## src/sv/mfp_pkg.sv

```systemverilog
// Shared types and constants for the monochrome framebuffer pixel plotter.
// No dependencies; every other file but mfp_ram refers to this package by scoped names.
`timescale 1ns / 1ps

package mfp_pkg;

  // input item kinds as they arrive on kind_i
  typedef enum logic [1:0] {
    KIND_PLOT  = 2'd0,
    KIND_READ  = 2'd1,
    KIND_CLEAR = 2'd2
  } kind_e;

  // operations carried from the front end to the back end
  typedef enum logic [1:0] {
    OP_PLOT  = 2'd0,
    OP_READ  = 2'd1,
    OP_CLEAR = 2'd2
  } op_e;

  // back end sequencer states
  typedef enum logic [1:0] {
    ST_INIT  = 2'd0,
    ST_RUN   = 2'd1,
    ST_SWEEP = 2'd2
  } back_state_e;

  // pen codes, anything above set toggles
  localparam logic [1:0] PEN_CLEAR = 2'd0;
  localparam logic [1:0] PEN_SET   = 2'd1;

  // store address field wide enough for the largest screen
  localparam int unsigned ADDR_W = 16;

  // command queue between front and back
  localparam int unsigned QUEUE_DEPTH = 4;
  localparam int unsigned QUEUE_PTR_W = 2;

  typedef struct packed {
    op_e               op;
    logic [ADDR_W-1:0] addr;
    logic [2:0]        bit_idx;
    logic [1:0]        pen;
    logic              zero;    // read beyond the store returns zero
  } cmd_t;

endpackage

```

## src/sv/mfp_queue.sv

```systemverilog
// Short command queue that decouples the front end from the back end.
// Depends on mfp_pkg for the command type and queue sizing.
`timescale 1ns / 1ps

module mfp_queue (
  input  logic          clk_i,
  input  logic          rst_ni,
  input  logic          push_i,
  input  mfp_pkg::cmd_t cmd_i,
  output logic          full_o,
  input  logic          pop_i,
  output logic          vld_o,
  output mfp_pkg::cmd_t head_o
);

  localparam int unsigned PW = mfp_pkg::QUEUE_PTR_W;

  mfp_pkg::cmd_t entry_q [mfp_pkg::QUEUE_DEPTH];
  logic [PW-1:0] wr_ptr_q, wr_ptr_d;
  logic [PW-1:0] rd_ptr_q, rd_ptr_d;
  logic [PW:0]   cnt_q, cnt_d;
  logic          do_push;
  logic          do_pop;

  assign full_o  = cnt_q == (PW + 1)'(mfp_pkg::QUEUE_DEPTH);
  assign vld_o   = cnt_q != '0;
  assign head_o  = entry_q[rd_ptr_q];
  assign do_push = push_i && !full_o;
  assign do_pop  = pop_i && vld_o;

  // pointer and fill count update
  always_comb begin
    wr_ptr_d = wr_ptr_q + PW'(do_push);
    rd_ptr_d = rd_ptr_q + PW'(do_pop);
    cnt_d    = cnt_q + (PW + 1)'(do_push) - (PW + 1)'(do_pop);
  end

  always_ff @(posedge clk_i or negedge rst_ni) begin
    if (!rst_ni) begin
      wr_ptr_q <= '0;
      rd_ptr_q <= '0;
      cnt_q    <= '0;
    end else begin
      wr_ptr_q <= wr_ptr_d;
      rd_ptr_q <= rd_ptr_d;
      cnt_q    <= cnt_d;
    end
  end

  // entry storage
  always_ff @(posedge clk_i) begin
    if (do_push) begin
      entry_q[wr_ptr_q] <= cmd_i;
    end
  end

endmodule

```

## config.mk

```make
export PLATFORM = sky130hd
export DESIGN_NAME = mfp_queue
export DESIGN_NICKNAME = d
export VERILOG_FILES = /design/src/sv/mfp_pkg.sv /design/src/sv/mfp_queue.sv
export SDC_FILE = /design/constraint.sdc
export NUM_CORES = 1
export LEC_CHECK = 0
export ABC_AREA = 1
export BUFFER_PORTS_ARGS = -buffer_cell sky130_fd_sc_hd__buf_2
export CORE_AREA = 4 4 90 126
export CTS_CLUSTER_DIAMETER = 50
export CTS_CLUSTER_SIZE = 16
export DETAILED_ROUTE_END_ITERATION = 16
export DIE_AREA = 0 0 94 130
export GPL_ROUTABILITY_DRIVEN = 0
export PLACE_DENSITY_LB_ADDON = 0.2
export SLEW_MARGIN = 40
export SYNTH_ARGS = -nofsm -noshare
export SYNTH_HDL_FRONTEND = slang
export SYNTH_SLANG_ARGS = --single-unit
```

## constraint.sdc

```tcl
create_clock -name clk_i -period 5.65 [get_ports clk_i]
set_clock_uncertainty 0.1 [all_clocks]
set_input_delay 0.2825 -clock clk_i [delete_from_list [all_inputs] [get_ports clk_i]]
set_output_delay 0.2825 -clock clk_i [all_outputs]
set_load 0.03 [all_outputs]
```

==> run summary, run 1 <==
Sum of negative setup slack - 0 ns
Top-count cell post-synth - edfxtp_1
Ys Warns - 0
Die Area - 12200 um2
Post CTS Setup Buffer Count - 0
Via/cell ratio - 4.81
Diodes inserted - 0
Part of the power in registers - 39.9%
Initial antenna violation count - 0
Clk pin slew, worst setup/hold paths - 0.06 ns
Syn avg cell area - 13.3 um2
I/O pins - 54
Mapped cell area - 4010 um2
Total global-route track usage - 13.4%
Hold-fix buffers, CTS - 1
DP HPWL - 4560 um
Part of the power in the clock network - 21.7%
First-pass GRT wire length - 12300 um
Status - finished clean
Mapped Cells - 302
Power share of the combinational group - 38.4%
Internal cell power - 1.62 mW
Initial Util - 39.1%
Yosys reg bits - 103
WL final - 7580 um
Hold WC Path Type - primary input to flop
Share of layout cells above drive strength 1 - 21.7%
Antenna-violating nets left - 0
Maximum vdd drop - 0.243 mV
Crit path kind - flop to output port
Async S/R FF share, synth - 6.80%
Pwr Density - 571 nW/um2
Clock Tree Buf Depth - 2
Core ar. - 10200 um2
Setup violations, final - 0
Register-to-register setup slack - 3.71 ns
Fill cells - 991
RSZ-0062 raised after global routing - false
Clock H-tree levels - 3
EDFF count, synth - 96
Switch share - 39.3%
Final-report max-slew violation count - 0
Place WS - 3.64 ns
Total grt overflow - 0
Synth top cells by count - 96 x edfxtp_1, 78 x nor2_1, 52 x o21ai_0
Fmax - 423 MHz
Worst EP arrival - 1.98 ns
CP endpoint kind - output port
Mapped Nets - 333
Distinct cells, synth - 20
CTS tree - done
Register area share after synthesis - 76.3%
Die width - 94 um
Area grow syn2layout - 16.5%
Routed len/inst - 15.2 um
Top cell type's share of synthesized area - 71.9%
Worst Path Max Fanout - 49
Ys flop type - edfxtp_1
Switching pwr - 1.05 mW
CTS Buf Count - 9
Clk_lat worst skew - 0.34 ns
Yosys top cell by area - edfxtp_1
Root Driver - clkbuf_16
Setup crit start kind - flop
Ranking of synthesized cells by area - edfxtp_1 72%, nor2_1 7.3%, o21ai_0 6.5%
Post-CTS sizing - 0
DR vias - 2395
Cell Rows - 44
Drt first pass iters - 4
Fin crit period - 2.37 ns
Slew @ Worst Pin - 0.792 ns
Vias in the first global route - 2460
Final setup margin - 3.28 ns
Largest net degree at the start of global routing - 52
DR iter-0 viols - 134
Die height - 130 um
DRC - 0
# port buffers - 53
Final Hold Viols - 0
CTS sink cnt - 103
Final nets - 387
Max_cap viols - 0
Required time of the worst setup path - 5.27 ns
Crit share post-route - 41.9%
Pleak - 1.68 nW
Slew headroom - 47.2%
## power groups by stage
| stage | sequential, mW | clock [mW] | combinational, mW |
|---|---|---|---|
| floorplan | 1.07 | 0 | 0.782 |
| detailed placement | 1.08 | 0 | 1.05 |
| CTS | 1.06 | 0.596 | 1.05 |
| global placement | 1.08 | 0 | 1.03 |
| global route | 1.08 | 0.623 | 1.15 |
| finish | 1.06 | 0.580 | 1.02 |
## worst max-delay path, stage by stage (launching register included)
cell and delay [ns]:
dfrtp_1 0.38, inv_2 0.57, o21ai_0 0.19, o21ai_0 0.24, buf_2 0.24
## through the flow
step | util, % | total power [mW] | instances | instance area [um2] | hold slack (ns)
after global placement | 42.8 | 2.11 | 482 | 4380 | 0.0286
final | 45.6 | 2.67 | 498 | 4670 | 0.0593
after floorplan | - | 1.85 | 302 | 4010 | -0.113
after global routing | 45.6 | 2.85 | 498 | 4670 | 0.0499
after detailed placement | 42.8 | 2.13 | 482 | 4380 | 0.0312
after CTS | 45.6 | 2.71 | 498 | 4670 | 0.0495
## placed cells by master, fill, tap and decap left out, drive strengths merged, types with 3 or more instances in the layout
master,count
buf,58
inv,6
edfxtp,96
dfrtp,7
clkinv,3
clkbuf,10
nand2,17
nor2,78
o21ai,73
## final timing paths
check	endpoint	start	cells after the start
setup reg to reg	cnt_q[1]	cnt_q[1]	7
hold reg to reg	rd_ptr_q[1]	rd_ptr_q[1]	2
setup / recovery	head_o[9]	rd_ptr_q[1]	4
hold / removal	entry_q[1][14]	cmd_i[14]	1
min in group asynchronous	wr_ptr_q[0]	rst_ni	2
max in group asynchronous	rd_ptr_q[0]	rst_ni	2
## sequential cells by signal (all words and copies together) (netlist names)
| name | count |
|---|---|
| cnt_q | 3 |
| entry_q | 96 |
| rd_ptr_q | 2 |
| wr_ptr_q | 2 |
## layout make-up
| class | instances | area (um2) | area share [%] |
|---|---|---|---|
| Clock buffer | 10 | 229 | 4.90 |
| Tap cell | 138 | 173 | 3.70 |
| Clock inverter | 5 | 50.0 | 1.07 |
| Inverter | 6 | 22.5 | 0.482 |
| Sequential cell | 103 | 3060 | 65.5 |
| Timing Repair Buffer | 59 | 313 | 6.70 |
| Multi-Input combinational cell | 177 | 825 | 17.7 |
## per-layer routing
metal | routed length (um) | global-route usage [%]
met5 | 0 | 0
met4 | 176 | 6.21
met3 | 303 | 3.58
met2 | 3920 | 22.5
met1 | 3180 | 16.0
## cells by family after synthesis
family          count (synthesis)  share of synthesized area (%)
simple gates                   97                           9.18
buf+inv                        22                           3.40
compound gates                 75                           9.58
xor+xnor                        2                          0.437
flops                         103                           76.3
fa+ha+maj                       3                           1.12
Power figures use the tool's default switching activity.
==> run 2: changes to the inputs <==
==> constraint.sdc (replaced) <==
create_clock -name clk_i -period 2.4 [get_ports clk_i]
set_clock_uncertainty 0.1 [all_clocks]
set_input_delay 0.12 -clock clk_i [delete_from_list [all_inputs] [get_ports clk_i]]
set_output_delay 0.12 -clock clk_i [all_outputs]
set_load 0.03 [all_outputs]
==> run 2 against run 1 <==
  * Non-clock buffer count is 29 higher
  * Wire length rose by 4.6%
  * Clock-buffer cell count unchanged
  * Clock power increased by 150%
  * Largest power group is now combinational logic
==> run summary, run 2 (synthesis results as in run 1) <==
Setup violations, final - 0
Initial antenna violation count - 0
Share of layout cells above drive strength 1 - 21.5%
CP endpoint kind - output port
Register-to-register setup slack - 0.33 ns
Antenna-violating nets left - 0
Most frequent cells in the layout - 96 x edfxtp_1, 74 x nor2_1, 53 x buf_2
Total global-route track usage - 13.4%
Power share of the combinational group - 39.0%
Final-report max-slew violation count - 0
Fmax - 465 MHz
# port buffers - 53
Via/cell ratio - 4.70
Final setup margin - 0.251 ns
Switching pwr - 2.56 mW
Worst EP arrival - 1.93 ns
Finished layout cell area - 4990 um2
Clk_lat worst skew - 0.34 ns
Diodes inserted - 0
Initial Util - 39.1%
Pwr Density - 1300 nW/um2
Routed len/inst - 15.0 um
Hold WC Path Type - primary input to async pin
Part of the power in registers - 38.6%
Place WS - 0.264 ns
CTS sink cnt - 103
Pleak - 1.82 nW
Die width - 94 um
Final Hold Viols - 0
Internal cell power - 3.92 mW
First-pass GRT wire length - 12200 um
Max_cap viols - 0
I/O pins - 54
Core ar. - 10200 um2
Commonest non-fill, non-tap cell in the layout - edfxtp_1
Clk pin slew, worst setup/hold paths - 0.07 ns
WL final - 7920 um
Crit path kind - flop to output port
Switch share - 39.5%
Maximum vdd drop - 0.597 mV
Part of the power in the clock network - 22.3%
RSZ-0062 raised after global routing - false
Largest net degree at the start of global routing - 52
Largest register FFs - 96
Clock H-tree levels - 3
Die Area - 12200 um2
Post-CTS sizing - 0
Die height - 130 um
Top Registers - entry_q x96, cnt_q x3
Area grow syn2layout - 24.4%
CTS tree - done
Root Driver - clkbuf_16
Biggest register - entry_q
Crit share post-route - 89.6%
Clock Tree Buf Depth - 2
Slew headroom - 58.7%
Required time of the worst setup path - 2.18 ns
Fin crit period - 2.15 ns
R2R cell count - 6
Vias in the first global route - 2397
DP HPWL - 4760 um
Final nets - 416
DR iter-0 viols - 118
Worst Path Max Fanout - 23
Post-DP Area - 4430 um2
Fill cells - 935
Cell Rows - 44
Total grt overflow - 0
Status - finished clean
Sum of negative setup slack - 0 ns
DR vias - 2483
CTS Buf Count - 9
Setup crit start kind - flop
Slew @ Worst Pin - 0.619 ns
Drt first pass iters - 4
DRC - 0
run 2: area by class of cell:
cell class / instances / area (um2) / area share [%]
multi-input cells: 177 / 830 / 16.6
clock inverters: 6 / 67.6 / 1.36
flip-flops and latches: 103 / 3060 / 61.4
clock buffers: 10 / 229 / 4.59
inverters: 6 / 22.5 / 0.452
well taps: 138 / 173 / 3.46
repair buffers: 88 / 606 / 12.1
run 2: worst max-delay path, cell delays in order (launching register included):
cell     delay, ns
dfrtp_1       0.39
inv_2         0.30
buf_4         0.30
o21ai_0       0.12
o21ai_0       0.23
buf_2         0.25
run 2: final timing paths:
kind                        startpoint             end
setup / recovery           rd_ptr_q[1]       head_o[2]
hold / removal                  rst_ni     rd_ptr_q[0]
setup reg to reg              cnt_q[1]   entry_q[2][0]
hold reg to reg            rd_ptr_q[1]     rd_ptr_q[1]
max in group asynchronous       rst_ni     rd_ptr_q[0]
min in group clk_i              push_i  entry_q[0][15]
run 2: routing by layer:
layer	wire length (um)	part of all wire, %	vias to the layer above	track usage, %
li1	-	-	1237	-
met1	3410	43	1198	16.3
met2	4120	52	38	23.4
met3	260	3.3	10	2.83
met4	130	1.6	0	5.10
met5	0	0	-	0
run 2: what timing repair did:
| action | CTS | global route |
|---|---|---|
| buffers inserted | 0 | 0 |
| endpoints found under the setup margin | 0 | 0 |
| hold buffers | 26 | 0 |
| hold endpoints to repair | 104 | 0 |
run 2: power groups by stage:
stage	Clock (mW)	Combinational (mW)	Sequential, mW
after global routing	1.56	2.77	2.53
after detailed placement	0	2.55	2.54
final	1.44	2.53	2.50
after global placement	0	2.51	2.53
after floorplan	0	1.84	2.52
after CTS	1.48	2.59	2.50
run 2: stage by stage:
| stage | util [%] | instances | hold slack, ns | total power, mW |
|---|---|---|---|---|
| 2_1_floorplan | - | 302 | -0.276 | 4.36 |
| 3_3_place_gp | 43.2 | 486 | -0.138 | 5.04 |
| 3_5_place_dp | 43.3 | 486 | -0.134 | 5.09 |
| 4_1_cts | 48.7 | 528 | 0.0374 | 6.57 |
| 5_1_grt | 48.7 | 528 | 0.0826 | 6.86 |
| 6_report | 48.7 | 528 | 0.0613 | 6.47 |
