### config.mk
export PLATFORM = sky130hd
export DESIGN_NAME = mfp_front
export DESIGN_NICKNAME = d
export VERILOG_FILES = /design/src/sv/mfp_pkg.sv /design/src/sv/mfp_front.sv
export SDC_FILE = /design/constraint.sdc
export NUM_CORES = 1
export LEC_CHECK = 0
export BUFFER_PORTS_ARGS = -buffer_cell sky130_fd_sc_hd__buf_2
export CAP_MARGIN = 20
export CORE_MARGIN = 4
export CORE_UTILIZATION = 26
export DETAILED_ROUTE_END_ITERATION = 8
export PLACE_DENSITY_LB_ADDON = 0.3
export SLEW_MARGIN = 0
export SYNTH_ARGS = -nofsm -noshare
export SYNTH_HDL_FRONTEND = slang
export SYNTH_SLANG_ARGS = --single-unit
### constraint.sdc
create_clock -name vclk -period 1.6
set_clock_uncertainty 0.2 [all_clocks]
set_input_delay 0.24 -clock vclk [all_inputs]
set_output_delay 0.24 -clock vclk [all_outputs]
set_load 0.05 [all_outputs]
### src/sv/mfp_pkg.sv
// Shared types and constants for the monochrome framebuffer pixel plotter.
// No dependencies; every other file but mfp_ram refers to this package by scoped names.
`timescale 1ns / 1ps

package mfp_pkg;

  // input item kinds as they arrive on kind_i
  typedef enum logic [1:0] {
    KIND_PLOT  = 2'd0,
    KIND_READ  = 2'd1,
    KIND_CLEAR = 2'd2
  } kind_e;

  // operations carried from the front end to the back end
  typedef enum logic [1:0] {
    OP_PLOT  = 2'd0,
    OP_READ  = 2'd1,
    OP_CLEAR = 2'd2
  } op_e;

  // back end sequencer states
  typedef enum logic [1:0] {
    ST_INIT  = 2'd0,
    ST_RUN   = 2'd1,
    ST_SWEEP = 2'd2
  } back_state_e;

  // pen codes, anything above set toggles
  localparam logic [1:0] PEN_CLEAR = 2'd0;
  localparam logic [1:0] PEN_SET   = 2'd1;

  // store address field wide enough for the largest screen
  localparam int unsigned ADDR_W = 16;

  // command queue between front and back
  localparam int unsigned QUEUE_DEPTH = 4;
  localparam int unsigned QUEUE_PTR_W = 2;

  typedef struct packed {
    op_e               op;
    logic [ADDR_W-1:0] addr;
    logic [2:0]        bit_idx;
    logic [1:0]        pen;
    logic              zero;    // read beyond the store returns zero
  } cmd_t;

endpackage

### src/sv/mfp_front.sv
// Front end: classifies each accepted item and turns it into a store command.
// Depends on mfp_pkg for the kind and operation codes and the command type.
`timescale 1ns / 1ps

module mfp_front #(
  parameter int unsigned SCREEN_WIDTH  = 128,
  parameter int unsigned SCREEN_HEIGHT = 64
) (
  input  logic               accept_i,
  input  logic [1:0]         kind_i,
  input  logic signed [15:0] x_coord_i,
  input  logic signed [15:0] y_coord_i,
  input  logic [1:0]         pen_i,
  input  logic [9:0]         read_address_i,
  output logic               q_push_o,
  output mfp_pkg::cmd_t      cmd_o
);

  localparam int unsigned STORE_BYTES = SCREEN_WIDTH * SCREEN_HEIGHT / 8;
  localparam int unsigned XW = $clog2(SCREEN_WIDTH);
  localparam int unsigned YW = $clog2(SCREEN_HEIGHT);
  localparam int unsigned FW = $clog2(SCREEN_WIDTH * ((SCREEN_HEIGHT + 7) / 8) + 1);

  logic [15:0]   xu;
  logic [15:0]   yu;
  logic          on_screen;
  logic [YW-1:0] inv_y;
  logic [FW-1:0] plot_addr;
  logic          plot_ok;
  logic          read_ok;

  assign xu = x_coord_i;
  assign yu = y_coord_i;

  // screen bounds check on the signed coordinates
  assign on_screen = !xu[15] && (xu < 16'(SCREEN_WIDTH)) &&
                     !yu[15] && (yu < 16'(SCREEN_HEIGHT));

  // vertical flip, then page and column to a byte address
  assign inv_y     = YW'(SCREEN_HEIGHT - 1) - yu[YW-1:0];
  assign plot_addr = FW'((inv_y >> 3) * SCREEN_WIDTH) + FW'(xu[XW-1:0]);
  assign plot_ok   = on_screen && (plot_addr < FW'(STORE_BYTES));

  // reads beyond the store still give a result, forced to zero
  assign read_ok = 17'(read_address_i) < 17'(STORE_BYTES);

  // build the command and decide whether it goes to the back end
  always_comb begin
    q_push_o      = 1'b0;
    cmd_o.op      = mfp_pkg::OP_PLOT;
    cmd_o.addr    = mfp_pkg::ADDR_W'(plot_addr);
    cmd_o.bit_idx = inv_y[2:0];
    cmd_o.pen     = pen_i;
    cmd_o.zero    = 1'b0;
    case (mfp_pkg::kind_e'(kind_i))
      mfp_pkg::KIND_PLOT: begin
        q_push_o = accept_i && plot_ok;
      end
      mfp_pkg::KIND_READ: begin
        q_push_o   = accept_i;
        cmd_o.op   = mfp_pkg::OP_READ;
        cmd_o.addr = mfp_pkg::ADDR_W'(read_address_i);
        cmd_o.zero = !read_ok;
      end
      mfp_pkg::KIND_CLEAR: begin
        q_push_o = accept_i;
        cmd_o.op = mfp_pkg::OP_CLEAR;
      end
      default: begin
        q_push_o = 1'b0;
      end
    endcase
  end

endmodule

==> results of run 1 <==
cell families (layout without fill, tap and decap cells):
kind of cell	count (synthesis)	after routing
buffers and inverters	15	76
other	1	7
and+or+nand+nor	12	12
AOI/OAI and AO/OA	4	4
adders and majority gates	4	4
muxes	7	7
cells in the final DEF, fill, tap and decap left out:
cell type | Yosys | final
nor2b_1 | 1 | 1
nand2_2 | 0 | 1
buf_6 | 1 | 10
o21ai_4 | 0 | 1
buf_12 | 0 | 1
o21ai_2 | 0 | 3
nand4_1 | 1 | 1
ha_1 | 4 | 2
ha_4 | 0 | 2
buf_2 | 0 | 48
nor4_2 | 3 | 3
buf_8 | 0 | 7
inv_4 | 0 | 1
nor4b_4 | 0 | 1
conb_1 | 1 | 7
inv_1 | 5 | 3
nand2_1 | 5 | 4
buf_4 | 9 | 5
inv_6 | 0 | 1
mux2_4 | 4 | 7
nor4_1 | 1 | 1
per-stage QoR:
step	setup WS [ns]	cell area, um2
global route	-0.155	911
floorplan	0.00574	413
CTS	-0.0896	823
finish	-0.0731	911
detailed placement	-0.188	696
global placement	-0.169	696
layer usage:
metal | up-vias | part of all wire
li1 | 264 | -
met1 | 237 | 0.27
met2 | 47 | 0.55
met3 | 0 | 0.18
met4 | 0 | 0
met5 | - | 0
worst max-delay path by stage:
stage	from	endpoint	slack (ns)	depth (start not counted)
floorplan	kind_i[1]	cmd_o[13]	0.006	4
global placement	kind_i[0]	q_push_o	-0.17	7
detailed placement	kind_i[0]	q_push_o	-0.19	7
CTS	kind_i[0]	q_push_o	-0.09	7
global route	kind_i[1]	q_push_o	-0.16	7
finish	kind_i[0]	q_push_o	-0.07	7
repair_timing:
item | CTS | global route
buffers inserted | 3 | 2
pin swaps | 3 | 4
setup endpoints to repair | 11 | 11
resized for setup | 30 | 19
where the power goes:
part	internal [mW]	switching (mW)	total [mW]
logic	0.156	0.209	0.365
registers	0	0	0
clock network	0	0	0
area by class of cell:
class                           instances  area (um2)  area share
Inverter                                5        26.3      0.0288
Multi-Input combinational cell         34         350       0.385
Tap cell                               15        18.8      0.0206
Timing Repair Buffer                   71         515       0.566
==> summary.txt, run 1 <==
Status = finished with violations
Failing checks = setup timing
Cts hold-fix bufs = 0
Number of global-route vias before repair = 506
Layout fillers = 101
Slew Viols, Final = 0
Area share of fa/ha/maj cells after synthesis = 0.141
Total grt overflow = 0
Port bufs = 61
Wire per inst = 12.2 um
Dominant cell type by area after synthesis = buf_4
Die width = 45.0 um
# clk buffers = 0
Compound-gate portion of the synthesized area = 0.0563
Delay of the slowest critical-path stage = 0.19 ns
Crit share post-route = 1.05
Hold slack = 0.280 ns
Initial antenna violation count = 0
Cell count of the worst hold path = 0
Non-filler cells, final = 125
DR pass1 iterations = 2
LEAKAGE = 0.497 nW
CP arrival = 1.23 ns
Post-synthesis simple-gate area fraction = 0.254
Ant. Diodes = 0
Worst endpoint required time = 1.16 ns
HP Class = in -> out
Largest net degree at the start of global routing = 7
Fin Setup TNS = -0.430 ns
Area Growth Syn to Fin = 156%
Routing usage on met3 = 0.0319
Crit path cell chain = buf_8 > inv_4 > ha_4 > nor4b_4 > nand4_1 > o21ai_4 > buf_6
DRC = 0
Via count = 548
Largest cells by area after synthesis = buf_4 (19%), mux2_4 (17%), ha_1 (14%), nor4_2 (11%), mux2_2 (9.5%)
Largest family of logic cells by synthesized area = buffers and inverters
Synth Area in XOR/XNOR = 0
WL final = 1520 um
Yosys cell types = 15
Sequential share of the synthesized area = 0
Most frequent cell after synthesis = buf_4
Rows = 13
CP top delay family = simple AND/OR/NAND/NOR gates
Final Hold Viols = 0
Worst VDD drop = 0.194 mV
Syn Area/Cell = 8.26 um2
Crit. End Element = output pin
Hold path startpoint = pen_i[1]
Placeable Area = 1300 um2
Placed cells = 120
Met1 Resource Use GR = 0.105
Routed Antenna Nets = 0
Total power divided by cell area = 401 nW/um2
Fmax achieved = 0.598 GHz
Starting Density = 0.273
Critical path class = in -> out
GR peak layer = met2
Die height = 45.0 um
Hold Path Sink = cmd_o[2]
Final Core Density = 0.700
Global-route wire length before repair = 1980 um
Tmin final = 1.67 ns
Post-synth top cells = buf_4 (9), inv_1 (5), nand2_1 (5)
Cells after Synth = 43
Gpl congestion = 0.668
IO Pins = 72
Final setup viols = 9
Yosys warns = 0
RSZ-0062 raised after global routing = true
Detail Placement HPWL = 1110 um
Pwr Total = 0.365 mW
Die ar. = 2020 um2
Max-cap viol count = 0
Global-route usage over all layers = 0.125
Starting DRT DRC Count = 1
Post-route setup slack = -0.0731 ns
Sequential cell area = 0 um2
Slowest-stage cell, CP = nand4_1
Multiplexer area fraction after synthesis = 0.264
Synth top area share = 0.190
Buf+Inv Stages, Crit Path = 3
Vias per inst = 4.38
Nets@finish = 163
Fraction of layout cells with a size suffix above 1 = 0.827
Met2 Usage GRT = 0.288
Seq cells = 0
Startpoint type of the worst setup path = primary input
Cell Area, Synth = 355 um2
Crit Path Max Fanout = 3
(Power assumes the default switching activity.)
==> run 2, diff against run 1 <==
- CORE_UTILIZATION: 26 -> 23
- clock period: 1.6 -> 1.52 ns (I/O delays scaled with it)
==> summary.txt, run 2 (synthesis gave the netlist of run 1 again) <==
Status = finished with violations
Failing checks = setup timing
Gpl congestion = 0.644
Routed Antenna Nets = 0
HP Class = in -> out
Die height = 47.3 um
IO Pins = 72
Total grt overflow = 0
Global-route wire length before repair = 1760 um
Number of global-route vias before repair = 474
Metal-1 WL = 417 um
Wire per inst = 12.9 um
DR pass1 iterations = 1
Sw Share = 0.588
WL final = 1540 um
Seq cells = 0
Final setup viols = 11
Post-DP Area = 703 um2
Commonest non-fill, non-tap cell in the layout = buf_2
Startpoint type of the worst setup path = primary input
Max layer used = met3
Total power divided by cell area = 430 nW/um2
Fraction of layout cells with a size suffix above 1 = 0.829
LEAKAGE = 0.477 nW
Initial antenna violation count = 0
Ant. Diodes = 0
# clk buffers = 0
Met2 WL post-DR = 772 um
DRC = 0
CP arrival = 1.23 ns
Met3 wire length = 354 um
Starting Density = 0.257
Die ar. = 2240 um2
Net Switching = 0.223 mW
Largest net degree at the start of global routing = 7
Vias per inst = 4.41
Area of the multi-input gates = 373 um2
Die width = 47.3 um
Final Hold Viols = 0
Global-route usage over all layers = 0.108
Pint = 0.156 mW
Design Area, Final = 883 um2
Post-route setup slack = -0.142 ns
Worst endpoint required time = 1.09 ns
Most frequent cells in the layout = buf_2 (48), buf_6 (12), mux2_4 (7), conb_1 (7), buf_8 (4)
Placeable Area = 1380 um2
Max-cap viol count = 0
Layout fillers = 121
Crit path cell chain = buf_8 > buf_6 > ha_4 > buf_6 > mux2_4 > buf_8
Critical path class = in -> out
Slew Viols, Final = 0
Slowest-stage cell, CP = mux2_4
Nets@finish = 158
Rows = 13
Via count = 529
Crit Path Max Fanout = 6
Crit share post-route = 1.09
Tmin final = 1.66 ns
Port bufs = 61
Crit. End Element = output pin
Combinational Power Share = 1.000
Worst VDD drop = 0.175 mV
Clock Power Share = 0
Area Growth Syn to Fin = 149%
Sequential cell area = 0 um2
Setup Slack @ Placement = -0.235 ns
Sequential power share = 0
Delay of the slowest critical-path stage = 0.30 ns
Fmax achieved = 0.602 GHz
RSZ-0062 raised after global routing = true
Starting DRT DRC Count = 0
[run 2: repair_timing]
| action | 4_1_cts | 5_1_grt |
|---|---|---|
| pin swaps | 5 | 2 |
| hold buffers | 0 | 0 |
| endpoints found under the hold margin | 0 | 0 |
| resized for setup | 35 | 13 |
| setup buffers | 1 | 0 |
| endpoints found under the setup margin | 11 | 10 |
[run 2: path summary, 6_finish.rpt]
path,depth (start not counted),start,end
worst max-delay path,6,kind_i[0],cmd_o[11]
worst min-delay path,0,pen_i[1],cmd_o[2]
[run 2: final cells by class]
type	instances	share of cell area
timing repair buffer	66	0.524
multi-input combinational	34	0.422
inverter	5	0.0326
tap	15	0.0212
[run 2: worst max-delay path: cells and delay by family]
family                   cells  cell delay (ns)
multiplexers                 1             0.30
adder cells (fa/ha/maj)      1             0.19
buffers and inverters        4             0.52
[run 2: metal layers]
layer	track usage	vias to the layer above
met4	0	0
li1	-	254
met1	0.0800	221
met2	0.265	54
met3	0.0230	0
met5	0	-
[run 2: metrics by stage]
step,util,TNS [ns],total power [mW],instances,hold WS (ns)
2_1_floorplan,-,-0.0103,0.236,49,0.414
3_3_place_gp,0.509,-1.32,0.304,119,0.256
3_5_place_dp,0.509,-1.45,0.307,119,0.256
4_1_cts,0.601,-0.648,0.357,120,0.256
5_1_grt,0.639,-0.921,0.397,120,0.256
6_report,0.639,-0.735,0.379,120,0.256
[run 2: power by group through the flow]
stage	registers [mW]	clock network [mW]	logic (mW)
global placement	0	0	0.304
floorplan	0	0	0.236
detailed placement	0	0	0.307
finish	0	0	0.379
CTS	0	0	0.357
global route	0	0	0.397
==> run 3, diff against run 2 <==
- BUFFER_PORTS_ARGS: -buffer_cell sky130_fd_sc_hd__buf_2 -> not set
- CELL_PAD_IN_SITES_DETAIL_PLACEMENT: not set -> 1
- CELL_PAD_IN_SITES_GLOBAL_PLACEMENT: not set -> 1
- CORE_AREA: not set -> 5 5 42 44
- CORE_MARGIN: 4 -> not set
- CORE_UTILIZATION: 23 -> not set
- DIE_AREA: not set -> 0 0 47 49
- DONT_BUFFER_PORTS: not set -> 1
==> summary.txt, run 3 (synthesis gave the netlist of run 1 again) <==
Crit path cell chain = inv_6 > ha_4 > nor4b_4 > nand4_1 > o21ai_4 > buf_12
Commonest non-fill, non-tap cell in the layout = conb_1
Post-CTS Setup Inserts = 0
Rows = 14
Max-cap viol count = 0
CP top delay family = simple AND/OR/NAND/NOR gates
Critical path class = in -> out
Routed Antenna Nets = 0
Die ar. = 2300 um2
Die height = 49 um
# clk buffers = 0
Wire per inst = 16.5 um
Ant. Diodes = 0
Crit Path Max Fanout = 3
Starting Density = 0.254
Startpoint type of the worst setup path = primary input
Gpl congestion = 0.609
Number of global-route vias before repair = 328
Final Core Density = 0.348
Buf+Inv Stages, Crit Path = 2
Sequential cell area = 0 um2
Port bufs = 0
Total power divided by cell area = 529 nW/um2
RSZ-0062 raised after global routing = false
Fraction of layout cells with a size suffix above 1 = 0.565
Placed cells = 62
Final setup viols = 0
DR pass1 iterations = 1
HP Class = in -> out
Largest net degree at the start of global routing = 15
Pwr Total = 0.258 mW
Final Hold Viols = 0
Slew Viols, Final = 0
Tmin final = 1.45 ns
IO Pins = 72
Status = finished clean
DRC = 0
Area Growth Syn to Fin = 37.3%
Crit share post-route = 0.955
Seq cells = 0
Initial antenna violation count = 0
Crit. End Element = output pin
CP arrival = 1.02 ns
Slowest-stage cell, CP = o21ai_4
Non-filler cells, final = 62
Global-route usage over all layers = 0.0751
WL final = 1020 um
Vias per inst = 4.98
Nets@finish = 99
Placeable Area = 1400 um2
Die width = 47 um
Worst VDD drop = 0.128 mV
Most frequent cells in the layout = conb_1 (7), nand2_1 (5), mux2_4 (4), buf_12 (4)
Delay of the slowest critical-path stage = 0.18 ns
Global-route wire length before repair = 1370 um
Fmax achieved = 0.689 GHz
Detail Placement HPWL = 1020 um
Layout fillers = 162
Worst endpoint required time = 1.09 ns
Total grt overflow = 0
LEAKAGE = 0.201 nW
Starting DRT DRC Count = 0
Via count = 309
==> run 3: area by class of cell <==
class,instances,area [um2],area share
inverter,5,28.8,0.0590
tap,16,20.0,0.0410
multi-input combinational,34,337,0.690
timing repair buffer,7,103,0.210
==> run 3: final timing paths <==
check	to	start	slack [ns]	depth (start not counted)
setup / recovery	q_push_o	kind_i[1]	0.07	6
hold / removal	cmd_o[1]	pen_i[0]	0.26	0
==> run 3: stage by stage <==
step                      TNS (ns)  hold slack (ns)  worst slack (ns)  instance area (um2)
final                            0            0.256            0.0678                  488
after detailed placement   -0.0221            0.256           -0.0221                  459
after CTS                        0            0.256           0.00365                  483
after floorplan            -0.0103            0.414          -0.00513                  419
after global placement           0            0.256          0.000514                  459
after global routing             0            0.256            0.0106                  488
==> run 3: per-layer routing <==
| metal | routed length (um) | global-route usage | up-vias |
|---|---|---|---|
| li1 | - | - | 136 |
| met1 | 249 | 0.0739 | 126 |
| met2 | 514 | 0.145 | 47 |
| met3 | 257 | 0.0332 | 0 |
| met4 | 0 | 0 | 0 |
| met5 | 0 | 0 | - |
==> run 3: power breakdown <==
| part | leakage (nW) | switching, mW | internal (mW) |
|---|---|---|---|
| logic | 0.201 | 0.180 | 0.0777 |
| clock network | 0 | 0 | 0 |
| registers | 0 | 0 | 0 |
==> run 3: repair_timing <==
item | in CTS | in global routing
endpoints found under the setup margin | 1 | 1
endpoints found under the hold margin | 0 | 0
cloned | 0 | 0
hold buffers | 0 | 0
gates resized for setup | 5 | 2
pin swaps | 2 | 1
